===== config.mk =====
export PLATFORM = sky130hd
export DESIGN_NAME = grid_ray_horizontal_hit_unit
export DESIGN_NICKNAME = d
export VERILOG_FILES = /design/src/hdl/grhh_pkg.sv /design/src/hdl/grid_ray_horizontal_hit_unit.sv /design/src/hdl/grhh_cot.sv
export SDC_FILE = /design/constraint.sdc
export NUM_CORES = 2
export LEC_CHECK = 0
export BUFFER_PORTS_ARGS = -buffer_cell sky130_fd_sc_hd__buf_2
export CAP_MARGIN = 5
export CORE_MARGIN = 2
export CORE_UTILIZATION = 30
export DETAILED_ROUTE_END_ITERATION = 10
export PLACE_DENSITY = 0.54
export SLEW_MARGIN = 20
export SYNTH_ARGS = -nofsm -noshare
export SYNTH_HDL_FRONTEND = slang
export SYNTH_SLANG_ARGS = --single-unit

===== constraint.sdc =====
create_clock -name clk -period 7.7 [get_ports clk]
set_input_delay 2.31 -clock clk [delete_from_list [all_inputs] [get_ports clk]]
set_output_delay 2.31 -clock clk [all_outputs]
set_load 0.01 [all_outputs]

===== src/hdl/grhh_pkg.sv =====
// Shared constants, payload structs and tables for the horizontal grid ray hit unit.
// No dependencies; used by grhh_cot and grid_ray_horizontal_hit_unit.

package grhh_pkg;

    // Map geometry
    localparam int MAP_WIDTH  = 8;
    localparam int MAP_HEIGHT = 8;
    localparam int TILE_SHIFT = 6;
    localparam int DEPTH      = (MAP_WIDTH >= MAP_HEIGHT) ? MAP_WIDTH : MAP_HEIGHT;
    localparam int MAP_BITS   = 64;
    localparam int MAP_IDX_W  = $clog2(MAP_BITS);
    localparam int COL_W      = $clog2(MAP_WIDTH);
    localparam int ROW_W      = $clog2(MAP_HEIGHT);

    // Fixed-point layout
    localparam int FRAC_W     = 8;                    // Q.8 pixels
    localparam int CELL_SHIFT = TILE_SHIFT + FRAC_W;  // pixel Q.8 -> tile index
    localparam int COT_FRAC   = 16;                   // cotangent is Q.16
    localparam int XO_SHIFT   = COT_FRAC - CELL_SHIFT;

    // Field widths
    localparam int ANGLE_W = 16;
    localparam int POS_W   = 17;
    localparam int OUT_W   = 24;
    localparam int STEP_W  = 4;
    localparam logic [ANGLE_W-1:0] HALF_TURN = ANGLE_W'(32768);
    localparam int U_W        = ANGLE_W - 1;
    localparam logic [U_W-1:0] QUARTER = U_W'(16384);

    // CORDIC and divider
    localparam int CORDIC_STAGES = 17;
    localparam int XY_W   = 32;                // x, y datapath, signed
    localparam int Z_W    = 25;                // residual angle, signed
    localparam int XMAG_W = 30;                // |x| < 2^29 after rotation
    localparam int DVS_W  = XY_W - 1;          // positive divisor
    localparam int QUO_W  = XMAG_W + COT_FRAC; // quotient bits, one per divide step
    localparam int CNT_W  = $clog2(QUO_W);
    localparam int ATAN_IW = $clog2(CORDIC_STAGES);
    localparam logic signed [XY_W-1:0] CORDIC_ONE = XY_W'(1) << 28;

    // Slope and march datapath
    localparam int K_W     = QUO_W + 2;        // signed slope
    localparam int K_LO_W  = K_W / 2;          // slope split for the shared multiplier
    localparam int MB_W    = K_LO_W + 1;       // multiplier b operand, signed
    localparam int D_W     = CELL_SHIFT + 2;   // signed y distance to first boundary
    localparam int MP_W    = D_W + MB_W;       // one partial product
    localparam int PROD_W  = D_W + K_W;        // full product
    localparam int RX_W    = K_W + 4;          // x march, signed
    localparam int RY_W    = 22;               // y march, signed; never leaves 24-bit range

    localparam longint OUT_MAX = 64'sd8388607;

    typedef struct packed {
        logic [ANGLE_W-1:0] ray_angle;
        logic [POS_W-1:0]   player_x;
        logic [POS_W-1:0]   player_y;
    } cmd_t;

    typedef struct packed {
        logic signed [OUT_W-1:0] end_x;
        logic signed [OUT_W-1:0] end_y;
        logic                    hit_wall;
        logic [STEP_W-1:0]       step_count;
    } result_t;

    // Handshake between the top level and the cotangent unit
    typedef struct packed {
        logic           valid;
        logic [U_W-1:0] angle;  // 1..16384, 16384 = quarter turn
    } cot_req_t;

    typedef struct packed {
        logic             done;
        logic             neg;  // cosine term came out negative
        logic [QUO_W-1:0] quo;  // |cot| in Q.16
    } cot_rsp_t;

    // Arctangent of 2^-i in 2^24-per-turn units
    function automatic logic [Z_W-1:0] atan_unit(input logic [ATAN_IW-1:0] i);
        logic [Z_W-1:0] v;
        unique case (i)
            5'd0:    v = Z_W'(2097152);
            5'd1:    v = Z_W'(1238021);
            5'd2:    v = Z_W'(654136);
            5'd3:    v = Z_W'(332050);
            5'd4:    v = Z_W'(166669);
            5'd5:    v = Z_W'(83416);
            5'd6:    v = Z_W'(41718);
            5'd7:    v = Z_W'(20860);
            5'd8:    v = Z_W'(10430);
            5'd9:    v = Z_W'(5215);
            5'd10:   v = Z_W'(2608);
            5'd11:   v = Z_W'(1304);
            5'd12:   v = Z_W'(652);
            5'd13:   v = Z_W'(326);
            5'd14:   v = Z_W'(163);
            5'd15:   v = Z_W'(81);
            5'd16:   v = Z_W'(41);
            default: v = '0;
        endcase
        return v;
    endfunction

endpackage


===== src/hdl/grid_ray_horizontal_hit_unit.sv =====
// Horizontal grid ray hit unit: marches a ray across tile rows of an 8x8 wall map.
// A horizontal ray is answered in the cycle after start; other rays go through grhh_cot
// (17 CORDIC steps and 46 one-bit divide steps, both skipped at an exact quarter turn),
// then the multiply and placement states, then step up to DEPTH tile rows.
// Throughput: one ray at a time, busy until the done strobe; results cannot be held off.
// Reset: asynchronous, active low; clears the sequencer and the wall map to all floor.

module grid_ray_horizontal_hit_unit (
    input  logic             clk,
    input  logic             rst_n,
    // command beat
    input  logic             start,
    output logic             busy,
    input  grhh_pkg::cmd_t   cmd,
    // wall map write
    input  logic             wall_cfg_valid,
    output logic             wall_cfg_ready,
    input  logic [grhh_pkg::MAP_BITS-1:0] wall_cfg_data,
    // result beat, one cycle, cannot be held off
    output logic             done,
    output grhh_pkg::result_t result
);

    // Sequencer:
    //   S_IDLE     take a command; horizontal rays answer at once
    //   S_WAIT_COT wait for |cot|, form the signed x slope k
    //   S_MUL_LO   d * low half of k on the shared multiplier
    //   S_MUL_HI   d * high half of k, keep the low product
    //   S_MUL_SUM  combine the halves
    //   S_PLACE    first boundary point and x step
    //   S_STEP     one tile row per cycle until wall or depth
    typedef enum logic [2:0] {
        S_IDLE,
        S_WAIT_COT,
        S_MUL_LO,
        S_MUL_HI,
        S_MUL_SUM,
        S_PLACE,
        S_STEP
    } state_t;

    localparam logic signed [grhh_pkg::RX_W-1:0] RX_HI = grhh_pkg::RX_W'(grhh_pkg::OUT_MAX);
    localparam logic signed [grhh_pkg::RX_W-1:0] RX_LO =
        -grhh_pkg::RX_W'(grhh_pkg::OUT_MAX) - grhh_pkg::RX_W'(1);
    localparam logic [grhh_pkg::RY_W-1:0] TILE_Y = grhh_pkg::RY_W'(1) << grhh_pkg::CELL_SHIFT;
    localparam logic [grhh_pkg::D_W-1:0]  TILE_D = grhh_pkg::D_W'(1) << grhh_pkg::CELL_SHIFT;

    state_t state_reg;
    logic [grhh_pkg::MAP_BITS-1:0]        wall_map_reg;
    grhh_pkg::cot_req_t                   cot_req_reg;
    grhh_pkg::cot_rsp_t                   cot_rsp;
    logic                                 done_reg;
    grhh_pkg::result_t                    result_reg;

    logic                                 up_reg;     // ray looks toward smaller y
    logic                                 fold_reg;   // angle folded past a quarter turn
    logic [grhh_pkg::POS_W-1:0]           px_reg;
    logic signed [grhh_pkg::D_W-1:0]      d_reg;      // player_y minus first boundary y
    logic signed [grhh_pkg::K_W-1:0]      k_reg;
    logic signed [grhh_pkg::MP_W-1:0]     prod_reg;
    logic signed [grhh_pkg::PROD_W-1:0]   acc_reg;
    logic signed [grhh_pkg::RX_W-1:0]     rx_reg;
    logic signed [grhh_pkg::RX_W-1:0]     xo_reg;
    logic signed [grhh_pkg::RY_W-1:0]     ry_reg;
    logic [grhh_pkg::STEP_W-1:0]          steps_reg;

    // command decode
    logic [grhh_pkg::U_W-1:0]   t_ang, u_ang;
    logic                       fold;
    logic                       horizontal;
    logic [grhh_pkg::RY_W-1:0]  base_y;
    logic [grhh_pkg::D_W-1:0]   py_low;

    // shared multiplier
    logic signed [grhh_pkg::MB_W-1:0] mul_b;
    logic signed [grhh_pkg::MP_W-1:0] mul_p;
    logic signed [grhh_pkg::PROD_W-1:0] prod_ext;

    // placement
    logic signed [grhh_pkg::RX_W-1:0] k_ext;
    logic signed [grhh_pkg::RX_W-1:0] rx_next;
    logic signed [grhh_pkg::RX_W-1:0] xo_next;

    // cell lookup
    logic                          col_ok, row_ok, wall;
    logic [grhh_pkg::MAP_IDX_W-1:0] cell_idx;

    function automatic logic signed [grhh_pkg::OUT_W-1:0] sat_x(
        input logic signed [grhh_pkg::RX_W-1:0] v
    );
        logic signed [grhh_pkg::RX_W-1:0] c;
        c = v;
        if (v > RX_HI)
            c = RX_HI;
        else if (v < RX_LO)
            c = RX_LO;
        return c[grhh_pkg::OUT_W-1:0];
    endfunction

    always_comb
    begin
        t_ang      = cmd.ray_angle[grhh_pkg::U_W-1:0];
        fold       = (t_ang > grhh_pkg::QUARTER);
        u_ang      = fold ? (grhh_pkg::U_W'(32768 - 0) - t_ang) : t_ang;
        horizontal = (cmd.ray_angle == '0) || (cmd.ray_angle == grhh_pkg::HALF_TURN);
        base_y     = grhh_pkg::RY_W'({cmd.player_y[grhh_pkg::POS_W-1:grhh_pkg::CELL_SHIFT],
                                      grhh_pkg::CELL_SHIFT'(0)});
        py_low     = grhh_pkg::D_W'(cmd.player_y[grhh_pkg::CELL_SHIFT-1:0]);
    end

    // low half unsigned, high half signed
    always_comb
    begin
        if (state_reg == S_MUL_LO)
            mul_b = $signed({1'b0, k_reg[grhh_pkg::K_LO_W-1:0]});
        else
            mul_b = $signed({k_reg[grhh_pkg::K_W-1], k_reg[grhh_pkg::K_W-1:grhh_pkg::K_LO_W]});
        mul_p    = d_reg * mul_b;
        prod_ext = grhh_pkg::PROD_W'(prod_reg);
    end

    always_comb
    begin
        k_ext   = grhh_pkg::RX_W'(k_reg);
        rx_next = grhh_pkg::RX_W'(acc_reg >>> grhh_pkg::COT_FRAC)
                  + $signed(grhh_pkg::RX_W'(px_reg));
        // x step is -(y step) * k in Q.16
        xo_next = up_reg ? (k_ext >>> grhh_pkg::XO_SHIFT) : ((-k_ext) >>> grhh_pkg::XO_SHIFT);
    end

    // off-map cells read as floor
    always_comb
    begin
        col_ok   = !rx_reg[grhh_pkg::RX_W-1]
                   && (rx_reg[grhh_pkg::RX_W-1:grhh_pkg::CELL_SHIFT]
                       < (grhh_pkg::RX_W - grhh_pkg::CELL_SHIFT)'(grhh_pkg::MAP_WIDTH));
        row_ok   = !ry_reg[grhh_pkg::RY_W-1]
                   && (ry_reg[grhh_pkg::RY_W-1:grhh_pkg::CELL_SHIFT]
                       < (grhh_pkg::RY_W - grhh_pkg::CELL_SHIFT)'(grhh_pkg::MAP_HEIGHT));
        cell_idx = grhh_pkg::MAP_IDX_W'(ry_reg[grhh_pkg::CELL_SHIFT +: grhh_pkg::ROW_W]
                                        * grhh_pkg::MAP_WIDTH)
                   + grhh_pkg::MAP_IDX_W'(rx_reg[grhh_pkg::CELL_SHIFT +: grhh_pkg::COL_W]);
        wall     = col_ok && row_ok && wall_map_reg[cell_idx];
    end

    grhh_cot u_cot (
        .clk   (clk),
        .rst_n (rst_n),
        .req   (cot_req_reg),
        .rsp   (cot_rsp)
    );

    always_ff @(posedge clk or negedge rst_n)
    begin
        if (!rst_n)
        begin
            state_reg    <= S_IDLE;
            wall_map_reg <= '0;
            cot_req_reg  <= '0;
            done_reg     <= 1'b0;
            result_reg   <= '0;
            up_reg       <= 1'b0;
            fold_reg     <= 1'b0;
            px_reg       <= '0;
            d_reg        <= '0;
            k_reg        <= '0;
            prod_reg     <= '0;
            acc_reg      <= '0;
            rx_reg       <= '0;
            xo_reg       <= '0;
            ry_reg       <= '0;
            steps_reg    <= '0;
        end
        else
        begin
            done_reg          <= 1'b0;
            cot_req_reg.valid <= 1'b0;

            if (wall_cfg_valid && wall_cfg_ready)
                wall_map_reg <= wall_cfg_data;

            unique case (state_reg)
                S_IDLE:
                begin
                    if (start)
                    begin
                        if (horizontal)
                        begin
                            // flat ray never crosses a row boundary
                            result_reg.end_x      <= $signed(grhh_pkg::OUT_W'(cmd.player_x));
                            result_reg.end_y      <= $signed(grhh_pkg::OUT_W'(cmd.player_y));
                            result_reg.hit_wall   <= 1'b0;
                            result_reg.step_count <= '0;
                            done_reg              <= 1'b1;
                        end
                        else
                        begin
                            up_reg            <= cmd.ray_angle[grhh_pkg::ANGLE_W-1];
                            fold_reg          <= fold;
                            px_reg            <= cmd.player_x;
                            cot_req_reg.valid <= 1'b1;
                            cot_req_reg.angle <= u_ang;
                            if (cmd.ray_angle[grhh_pkg::ANGLE_W-1])
                            begin
                                // looking up: one LSB above the current row
                                ry_reg <= $signed(base_y - grhh_pkg::RY_W'(1));
                                d_reg  <= $signed(py_low + grhh_pkg::D_W'(1));
                            end
                            else
                            begin
                                ry_reg <= $signed(base_y + TILE_Y);
                                d_reg  <= $signed(py_low - TILE_D);
                            end
                            state_reg <= S_WAIT_COT;
                        end
                    end
                end
                S_WAIT_COT:
                begin
                    if (cot_rsp.done)
                    begin
                        if (cot_rsp.neg ^ fold_reg)
                            k_reg <= $signed(grhh_pkg::K_W'(cot_rsp.quo));
                        else
                            k_reg <= -$signed(grhh_pkg::K_W'(cot_rsp.quo));
                        state_reg <= S_MUL_LO;
                    end
                end
                S_MUL_LO:
                begin
                    prod_reg  <= mul_p;
                    state_reg <= S_MUL_HI;
                end
                S_MUL_HI:
                begin
                    acc_reg   <= prod_ext;
                    prod_reg  <= mul_p;
                    state_reg <= S_MUL_SUM;
                end
                S_MUL_SUM:
                begin
                    acc_reg   <= acc_reg + (prod_ext <<< grhh_pkg::K_LO_W);
                    state_reg <= S_PLACE;
                end
                S_PLACE:
                begin
                    rx_reg    <= rx_next;
                    xo_reg    <= xo_next;
                    steps_reg <= '0;
                    state_reg <= S_STEP;
                end
                S_STEP:
                begin
                    if ((steps_reg == grhh_pkg::STEP_W'(grhh_pkg::DEPTH)) || wall)
                    begin
                        result_reg.end_x      <= sat_x(rx_reg);
                        result_reg.end_y      <= grhh_pkg::OUT_W'(ry_reg);
                        result_reg.hit_wall   <= wall
                                                 && (steps_reg != grhh_pkg::STEP_W'(grhh_pkg::DEPTH));
                        result_reg.step_count <= steps_reg;
                        done_reg              <= 1'b1;
                        state_reg             <= S_IDLE;
                    end
                    else
                    begin
                        rx_reg    <= rx_reg + xo_reg;
                        ry_reg    <= up_reg ? (ry_reg - $signed(TILE_Y))
                                            : (ry_reg + $signed(TILE_Y));
                        steps_reg <= steps_reg + 1'b1;
                    end
                end
                default:
                    state_reg <= S_IDLE;
            endcase
        end
    end

    assign busy           = (state_reg != S_IDLE);
    assign wall_cfg_ready = (state_reg == S_IDLE);
    assign done           = done_reg;
    assign result         = result_reg;

endmodule


===== src/hdl/grhh_cot.sv =====
// Cotangent unit: 17-step CORDIC rotation, then a restoring divide, one bit a cycle.
// Depends on grhh_pkg.

module grhh_cot (
    input  logic              clk,
    input  logic              rst_n,
    input  grhh_pkg::cot_req_t req,
    output grhh_pkg::cot_rsp_t rsp
);

    typedef enum logic [1:0] {
        C_IDLE,
        C_ROT,
        C_PREP,
        C_DIV
    } state_t;

    state_t state_reg;
    logic [grhh_pkg::CNT_W-1:0]          cnt_reg;
    logic signed [grhh_pkg::XY_W-1:0]    x_reg;
    logic signed [grhh_pkg::XY_W-1:0]    y_reg;
    logic signed [grhh_pkg::Z_W-1:0]     z_reg;
    logic [grhh_pkg::DVS_W-1:0]          rem_reg;
    logic [grhh_pkg::DVS_W-1:0]          dvs_reg;
    logic [grhh_pkg::QUO_W-1:0]          quo_reg;
    logic                                neg_reg;
    logic                                done_reg;

    // one rotation step
    logic signed [grhh_pkg::XY_W-1:0] dx, dy;
    logic signed [grhh_pkg::Z_W-1:0]  dz;
    // one divide step
    logic [grhh_pkg::DVS_W:0]   shifted;
    logic [grhh_pkg::DVS_W+1:0] diff;
    logic [grhh_pkg::XY_W-1:0]  xabs;

    always_comb
    begin
        dx      = y_reg >>> cnt_reg;
        dy      = x_reg >>> cnt_reg;
        dz      = $signed(grhh_pkg::atan_unit(cnt_reg[grhh_pkg::ATAN_IW-1:0]));
        shifted = {rem_reg, quo_reg[grhh_pkg::QUO_W-1]};
        diff    = {1'b0, shifted} - {2'b00, dvs_reg};
        xabs    = x_reg[grhh_pkg::XY_W-1] ? (-x_reg) : x_reg;
    end

    always_ff @(posedge clk or negedge rst_n)
    begin
        if (!rst_n)
        begin
            state_reg <= C_IDLE;
            done_reg  <= 1'b0;
            cnt_reg   <= '0;
            x_reg     <= '0;
            y_reg     <= '0;
            z_reg     <= '0;
            rem_reg   <= '0;
            dvs_reg   <= '0;
            quo_reg   <= '0;
            neg_reg   <= 1'b0;
        end
        else
        begin
            done_reg <= 1'b0;
            unique case (state_reg)
                C_IDLE:
                begin
                    if (req.valid)
                    begin
                        if (req.angle == grhh_pkg::QUARTER)
                        begin
                            // exact quarter turn: cotangent is zero
                            quo_reg  <= '0;
                            neg_reg  <= 1'b0;
                            done_reg <= 1'b1;
                        end
                        else
                        begin
                            x_reg     <= grhh_pkg::CORDIC_ONE;
                            y_reg     <= '0;
                            z_reg     <= $signed(grhh_pkg::Z_W'({req.angle, 8'b0}));
                            cnt_reg   <= '0;
                            state_reg <= C_ROT;
                        end
                    end
                end
                C_ROT:
                begin
                    if (!z_reg[grhh_pkg::Z_W-1])
                    begin
                        x_reg <= x_reg - dx;
                        y_reg <= y_reg + dy;
                        z_reg <= z_reg - dz;
                    end
                    else
                    begin
                        x_reg <= x_reg + dx;
                        y_reg <= y_reg - dy;
                        z_reg <= z_reg + dz;
                    end
                    cnt_reg <= cnt_reg + 1'b1;
                    if (cnt_reg == grhh_pkg::CNT_W'(grhh_pkg::CORDIC_STAGES - 1))
                        state_reg <= C_PREP;
                end
                C_PREP:
                begin
                    neg_reg <= x_reg[grhh_pkg::XY_W-1];
                    quo_reg <= {xabs[grhh_pkg::XMAG_W-1:0], grhh_pkg::COT_FRAC'(0)};
                    // sine not positive: divide by one
                    if (y_reg[grhh_pkg::XY_W-1] || (y_reg == '0))
                        dvs_reg <= grhh_pkg::DVS_W'(1);
                    else
                        dvs_reg <= y_reg[grhh_pkg::DVS_W-1:0];
                    rem_reg   <= '0;
                    cnt_reg   <= '0;
                    state_reg <= C_DIV;
                end
                C_DIV:
                begin
                    if (!diff[grhh_pkg::DVS_W+1])
                    begin
                        rem_reg <= diff[grhh_pkg::DVS_W-1:0];
                        quo_reg <= {quo_reg[grhh_pkg::QUO_W-2:0], 1'b1};
                    end
                    else
                    begin
                        rem_reg <= shifted[grhh_pkg::DVS_W-1:0];
                        quo_reg <= {quo_reg[grhh_pkg::QUO_W-2:0], 1'b0};
                    end
                    cnt_reg <= cnt_reg + 1'b1;
                    if (cnt_reg == grhh_pkg::CNT_W'(grhh_pkg::QUO_W - 1))
                    begin
                        done_reg  <= 1'b1;
                        state_reg <= C_IDLE;
                    end
                end
                default:
                    state_reg <= C_IDLE;
            endcase
        end
    end

    assign rsp.done = done_reg;
    assign rsp.neg  = neg_reg;
    assign rsp.quo  = quo_reg;

endmodule

# Yosys cells after proc, flatten, opt, wreduce, memory -nomap -nowiden

Memories as Yosys holds them, arrays and structs flattened.
Index checks and enable logic that the tools add are counted.

Equal/unequal tests: 26
$add $sub $neg: 23
Reduce and logical (&&, ||, !) cells: 36
Magnitude comparators: 6
Mux-type cells: 71
Multipliers: 1
Shift operators: 2
Bitwise gates (word level): 2

Operators by type and width:

| operator               | count |
|---|---|
| $mux W32               | 6 |
| $mux W53               | 3 |
| $pmux W46 S3           | 1 |
| $pmux W32 S2           | 2 |
| $pmux W64 S2           | 1 |
| $mux W22               | 5 |
| $pmux W53 S2           | 1 |
| $mux W52               | 2 |
| $pmux W52 S2           | 1 |
| $mux W25               | 4 |
| $mux W46               | 2 |
| $add A32 B32 Y32       | 2 |
| $add A64 B64 Y64       | 1 |
| $mux W16               | 4 |
| $sshr A32 B6 Y32       | 2 |
| $sub A32 B32 Y32       | 2 |
| $mux W31               | 2 |
| $pmux W31 S2           | 1 |
| $add A52 B52 Y52       | 1 |
| $gt A52 B24 Y1 const B | 1 |
| $lt A52 B24 Y1 const B | 1 |
| $neg A48 Y52           | 1 |
| $pmux W25 S2           | 1 |
| $add A48 B18 Y49       | 1 |
| 64 further kinds       | 119 |

Flip-flop bits (word level): 662
Word-level logic and storage cells: 198
Bits of input ports: 118
Memory bits (read-only): 704
Memories: 1
Output and inout port bits: 56

Memory list:

| name             | depth | width | read ports | clocked after memory_dff | write ports | RTL line       | source |
|---|---|---|---|---|---|---|---|
| (name not given) | 32    | 22    | 1          | 0                        | 0           | grhh_pkg.sv:82 | `unique case (i)` |

# Longest topological paths before layout

Word-level depth: 7
Gate-level depth with buffers: 34
Mapped depth without buffers: 30

# By module

Synthesis repeated with hierarchy kept, for this count alone.

Cells, all modules: 7421
Area, all modules: 63322.0 µm²

By module, submodules not included:

| module                       | area each (µm²) | sequential area each (µm²) | cells an instance | instances |
|---|---|---|---|---|
| grid_ray_horizontal_hit_unit | 40926.8         | 10560.1                    | 4717              | 1 |
| grhh_cot                     | 22395.2         | 5180.0                     | 2704              | 1 |

# Worst setup path after synthesis

No wires, ideal clock.

Path type: reg-to-reg
Start: register state_reg[2]
End: register prod_reg[40] (netlist bit)
Period minus slack after synthesis: 7.782 ns
Buffers on the path: 3
Data arrival time: 7.646 ns
Slack: -0.082 ns
Data required time: 7.565 ns
Stages on the path, launching flop included: 33
Library setup time: 0.135 ns
Path through: dfrtp_1 -> clkbuf_1 -> nand2b_1 -> nor2_1 -> clkbuf_1 -> nand2_1 -> o21ai_0 -> clkbuf_1 -> nand2_1 -> fa_1 -> inv_1 -> fa_1 -> inv_1 -> fa_1 -> inv_1 -> fa_1 -> fa_1 -> inv_1 -> fa_1 -> inv_1 -> ha_1 -> a21o_1 -> a21o_1 -> a21oi_1 -> o211ai_1 -> a211oi_1 -> nor2_1 -> o41ai_1 -> o21ai_0 -> a21o_1 -> a21oi_1 -> xnor2_1 -> o21ai_0

Longest elaborated chain between the ends: 3
Elaborated cells between the ends (all ways): 5
Classes of those cells: 1 x mul; 2 x eq/ne; 1 x mux; 1 x reduce/logical

RTL lines:

| item                     | RTL line                                                                 | source |
|---|---|---|
| start: declaration       | grid_ray_horizontal_hit_unit.sv:48                                       | `state_t state_reg;` |
| start signal: assignment | grid_ray_horizontal_hit_unit.sv:157                                      | `state_reg <= S_IDLE;` |
| start signal: assignment | grid_ray_horizontal_hit_unit.sv:214                                      | `state_reg <= S_WAIT_COT;` |
| start signal: assignment | grid_ray_horizontal_hit_unit.sv:226                                      | `state_reg <= S_MUL_LO;` |
| $eq A3 B2 Y1             | grid_ray_horizontal_hit_unit.sv:114, grid_ray_horizontal_hit_unit.sv:182 |  |
| $mux W25                 | grid_ray_horizontal_hit_unit.sv:114                                      | `if (state_reg == S_MUL_LO)` |
| $mul A16 B25 Y41         | grid_ray_horizontal_hit_unit.sv:118                                      | `mul_p = d_reg * mul_b;` |
| end signal: assignment   | grid_ray_horizontal_hit_unit.sv:231                                      | `prod_reg <= mul_p;` |
| end signal: assignment   | grid_ray_horizontal_hit_unit.sv:237                                      | `prod_reg <= mul_p;` |
| end: declaration         | grid_ray_horizontal_hit_unit.sv:60                                       | `logic signed [grhh_pkg::MP_W-1:0] prod_reg;` |

Several ways; a longest one is shown, not always the timed one.
A chain may end at the register's enable or synchronous reset.

# Final worst setup path

Ends and elaborated chain as after synthesis.

==> impl_metrics.json <==
{
  "maxCapViolCount": 0,
  "die_h_um": 457,
  "cp_data_required_time_ps": 8270,
  "synth_top_flop_cell": "dfrtp_1",
  "finalSetupTns_ps": 0,
  "grt_max_degree": 147,
  "path_depth": 30,
  "routedWlPerCell_um": 21.1,
  "path_delay_family": "adder cells",
  "worstSetupStartpointType": "flop",
  "fin_crit_ps": 7400,
  "hold_viol": 0,
  "skew_ps": 48.3,
  "wl_met2_um": 96500,
  "r2r-end": "prod_reg[40]",
  "vias_per_cell": 5.26,
  "clkSinkCount": 629,
  "rows": 166,
  "comb_power_share_pct": 2.2,
  "fillers": 21100,
  "die_w_um": 457,
  "hold_path_class": "reg -> reg",
  "yosysWarnings": 0,
  "layout_commonest_cell": "nand2_1",
  "power_frac_clock_pct": 52.2,
  "grt_pass1_vias": 52100,
  "p_int_mw": 5.50,
  "rsz0062_at_grt": "yes",
  "dp.final_hpwl_um": 166000,
  "multi_input_area_um2": 42100,
  "reg2reg_depth": 30,
  "crit_type": "reg -> reg",
  "ys_seq_area_share_pct": 25.5,
  "root_buffer": "clkbuf_16",
  "synth-seq-cells": 629,
  "start_util_pct": 30.2,
  "r2r_slack_ps": 300,
  "firstDrtPassIters": 8,
  "maxSlewHeadroom_pct": 21.5,
  "switchingPower_mw": 1.77,
  "async_reset_ff_share_pct": 100,
  "ant_nets": 0,
  "h-tree-depth": 3,
  "wl_met1_um": 98800,
  "clk_pin_slew_ps": 60,
  "wl_um": 212000,
  "grt_use_total_pct": 20.0,
  "final_util_pct": 33.7,
  "hold_ws_ps": 469,
  "die_area_um2": 209000,
  "drc": 0,
  "wl_met3_um": 10600,
  "path_buf_inv": 6,
  "layout-drive-gt1-share_pct": 11.2,
  "synthTopCellsByArea": "dfrtp_1, fa_1, ha_1",
  "clk_path_buf_depth": 3,
  "top_layer_used": "met4",
  "crit_arrival_ps": 7960,
  "drv_slew": 0,
  "cts_tree": "built",
  "core_area_um2": 205000,
  "synth_top_area_cell": "dfrtp_1",
  "worstSetupStartpoint": "state_reg[2]",
  "synth.top_cell.area_share_pct": 25.5,
  "endpoint_kind": "flop",
  "setup.worst_path.end": "prod_reg[40]",
  "path_common_cell": "fa_1",
  "mostFrequentLayoutCells": "nand2_1, inv_1, dfrtp_1, a21oi_1, nor2_1",
  "dp_cells": 9879,
  "vdd_ir_drop_max_uv": 137,
  "power.leakage_nw": 32.4,
  "tightestPinTransition_ps": 1180,
  "drtIter0Drc": 4551,
  "synth_nets": 8058,
  "synth_area_per_cell_um2": 8.58,
  "grt_pass1_wl_um": 327000,
  "synthesis.instances": 7192,
  "max_stage_delay_ps": 550,
  "fin_crit_sh_pct": 96.1,
  "hold_buffers": 0,
  "boundaryPins": 174,
  "worstHoldPathCells": 2,
  "finalNonFillerCells": 10000,
  "cts_buffers": 76,
  "portBuffers": 173,
  "reg2reg_from": "state_reg[2]",
  "p_sw_share_pct": 24.3,
  "largest_register_ffs": 64,
  "vias": 52700,
  "clk_latency_ps": 720,
  "crit_fanout": 16,
  "fmax_mhz": 135,
  "synth.distinct_cells": 116,
  "grt.overflow.total": 0,
  "antenna_found_initial": 8,
  "synthToLayoutAreaGrowth_pct": 11.8,
  "crit_path_top_delay_cell": "fa_1",
  "nNetsFinal": 8139,
  "syn_area_um2": 61700,
  "p_per_area_nw_per_um2": 105,
  "place.gp.congestion": 0.977,
  "seq_area_um2": 15800,
  "synth-edff-count": 0,
  "setup_violations": 0,
  "status": "complete, no violations",
  "seq_power_share_pct": 45.5
}
-- power by group through the flow --
| stage | Combinational (mW) | Clock [mW] | Sequential (mW) |
|---|---|---|---|
| after floorplan | 0.0319 | 0 | 3.37 |
| after CTS | 0.169 | 3.90 | 3.31 |
| after global routing | 0.184 | 4.01 | 3.31 |
| after detailed placement | 0.168 | 0 | 3.37 |
| after global placement | 0.166 | 0 | 3.37 |
| final | 0.163 | 3.79 | 3.31 |
-- synth_stat cells, drive strengths merged, types with 76 or more instances --
master,instances
xor2,175
o21ai,511
buf,83
a21oi,541
and2,181
ha,352
nor2,521
nor3,76
mux2i,115
clkbuf,313
mux2,103
nand2,973
dfrtp,629
fa,396
mux4,77
nand3,108
xnor2,294
inv,643
a21o,140
-- stage by stage --
| step | power, mW | worst slack, ps | area, um2 |
|---|---|---|---|
| after floorplan | 3.40 | 23.9 | 61700 |
| after global placement | 3.53 | -150 | 66300 |
| after detailed placement | 3.54 | -56.9 | 66300 |
| after CTS | 7.37 | 111 | 68800 |
| after global routing | 7.50 | -23.6 | 69000 |
| final | 7.26 | 304 | 69000 |
-- cell families (layout without fill, tap and decap cells) --
group	Yosys count	in the layout	share of synthesized area [%]
fa+ha+maj	748	748	20.0
other cells	0	6	0
compound gates	1738	1738	17.5
flops	629	629	25.5
simple gates	2271	2271	17.1
xor+xnor	469	469	6.66
buf+inv	1042	1177	6.70
mux	295	295	6.59
-- routing by layer --
metal	vias up	global-route usage, %
li1	24800	-
met1	26300	28.4
met2	1396	31.9
met3	235	2.27
met4	0	5.48
met5	-	0
-- worst register-to-register path: cells and delay by family, from the launching register on --
| kind | cells | cell delay, ps |
|---|---|---|
| xor gates and xnor gates | 1 | 140 |
| buffers and inverters | 6 | 610 |
| and+or+nand+nor | 5 | 710 |
| adders and majority gates | 7 | 3460 |
| AOI/OAI and AO/OA | 11 | 1950 |
| DFF | 1 | 390 |
-- worst min-delay path by stage --
stage | start | end | slack, ps
4_1_cts | ry_reg[12] | ry_reg[12] | 470
3_5_place_dp | ry_reg[12] | ry_reg[12] | 460
3_3_place_gp | result[39] | result[39] | 460
6_report | ry_reg[12] | ry_reg[12] | 470
5_1_grt | result[29] | result[29] | 500
2_1_floorplan | ry_reg[12] | ry_reg[12] | 440
-- area by class of cell --
class | instances | area share [%]
timing repair buffer | 399 | 4.11
antenna | 6 | 0.0218
multi-input combinational | 5521 | 60.9
inverter | 646 | 3.51
sequential | 629 | 22.8
clock buffer | 94 | 2.96
tap | 2688 | 4.87
clock inverter | 38 | 0.744
-- what timing repair did --
action | 4_1_cts | 5_1_grt
buffers inserted | 0 | 4
cloned | 0 | 1
gates resized for setup | 1 | 21
endpoints found under the setup margin | 2 | 6
pin swaps | 0 | 5
Power figures use the tool's default switching activity.
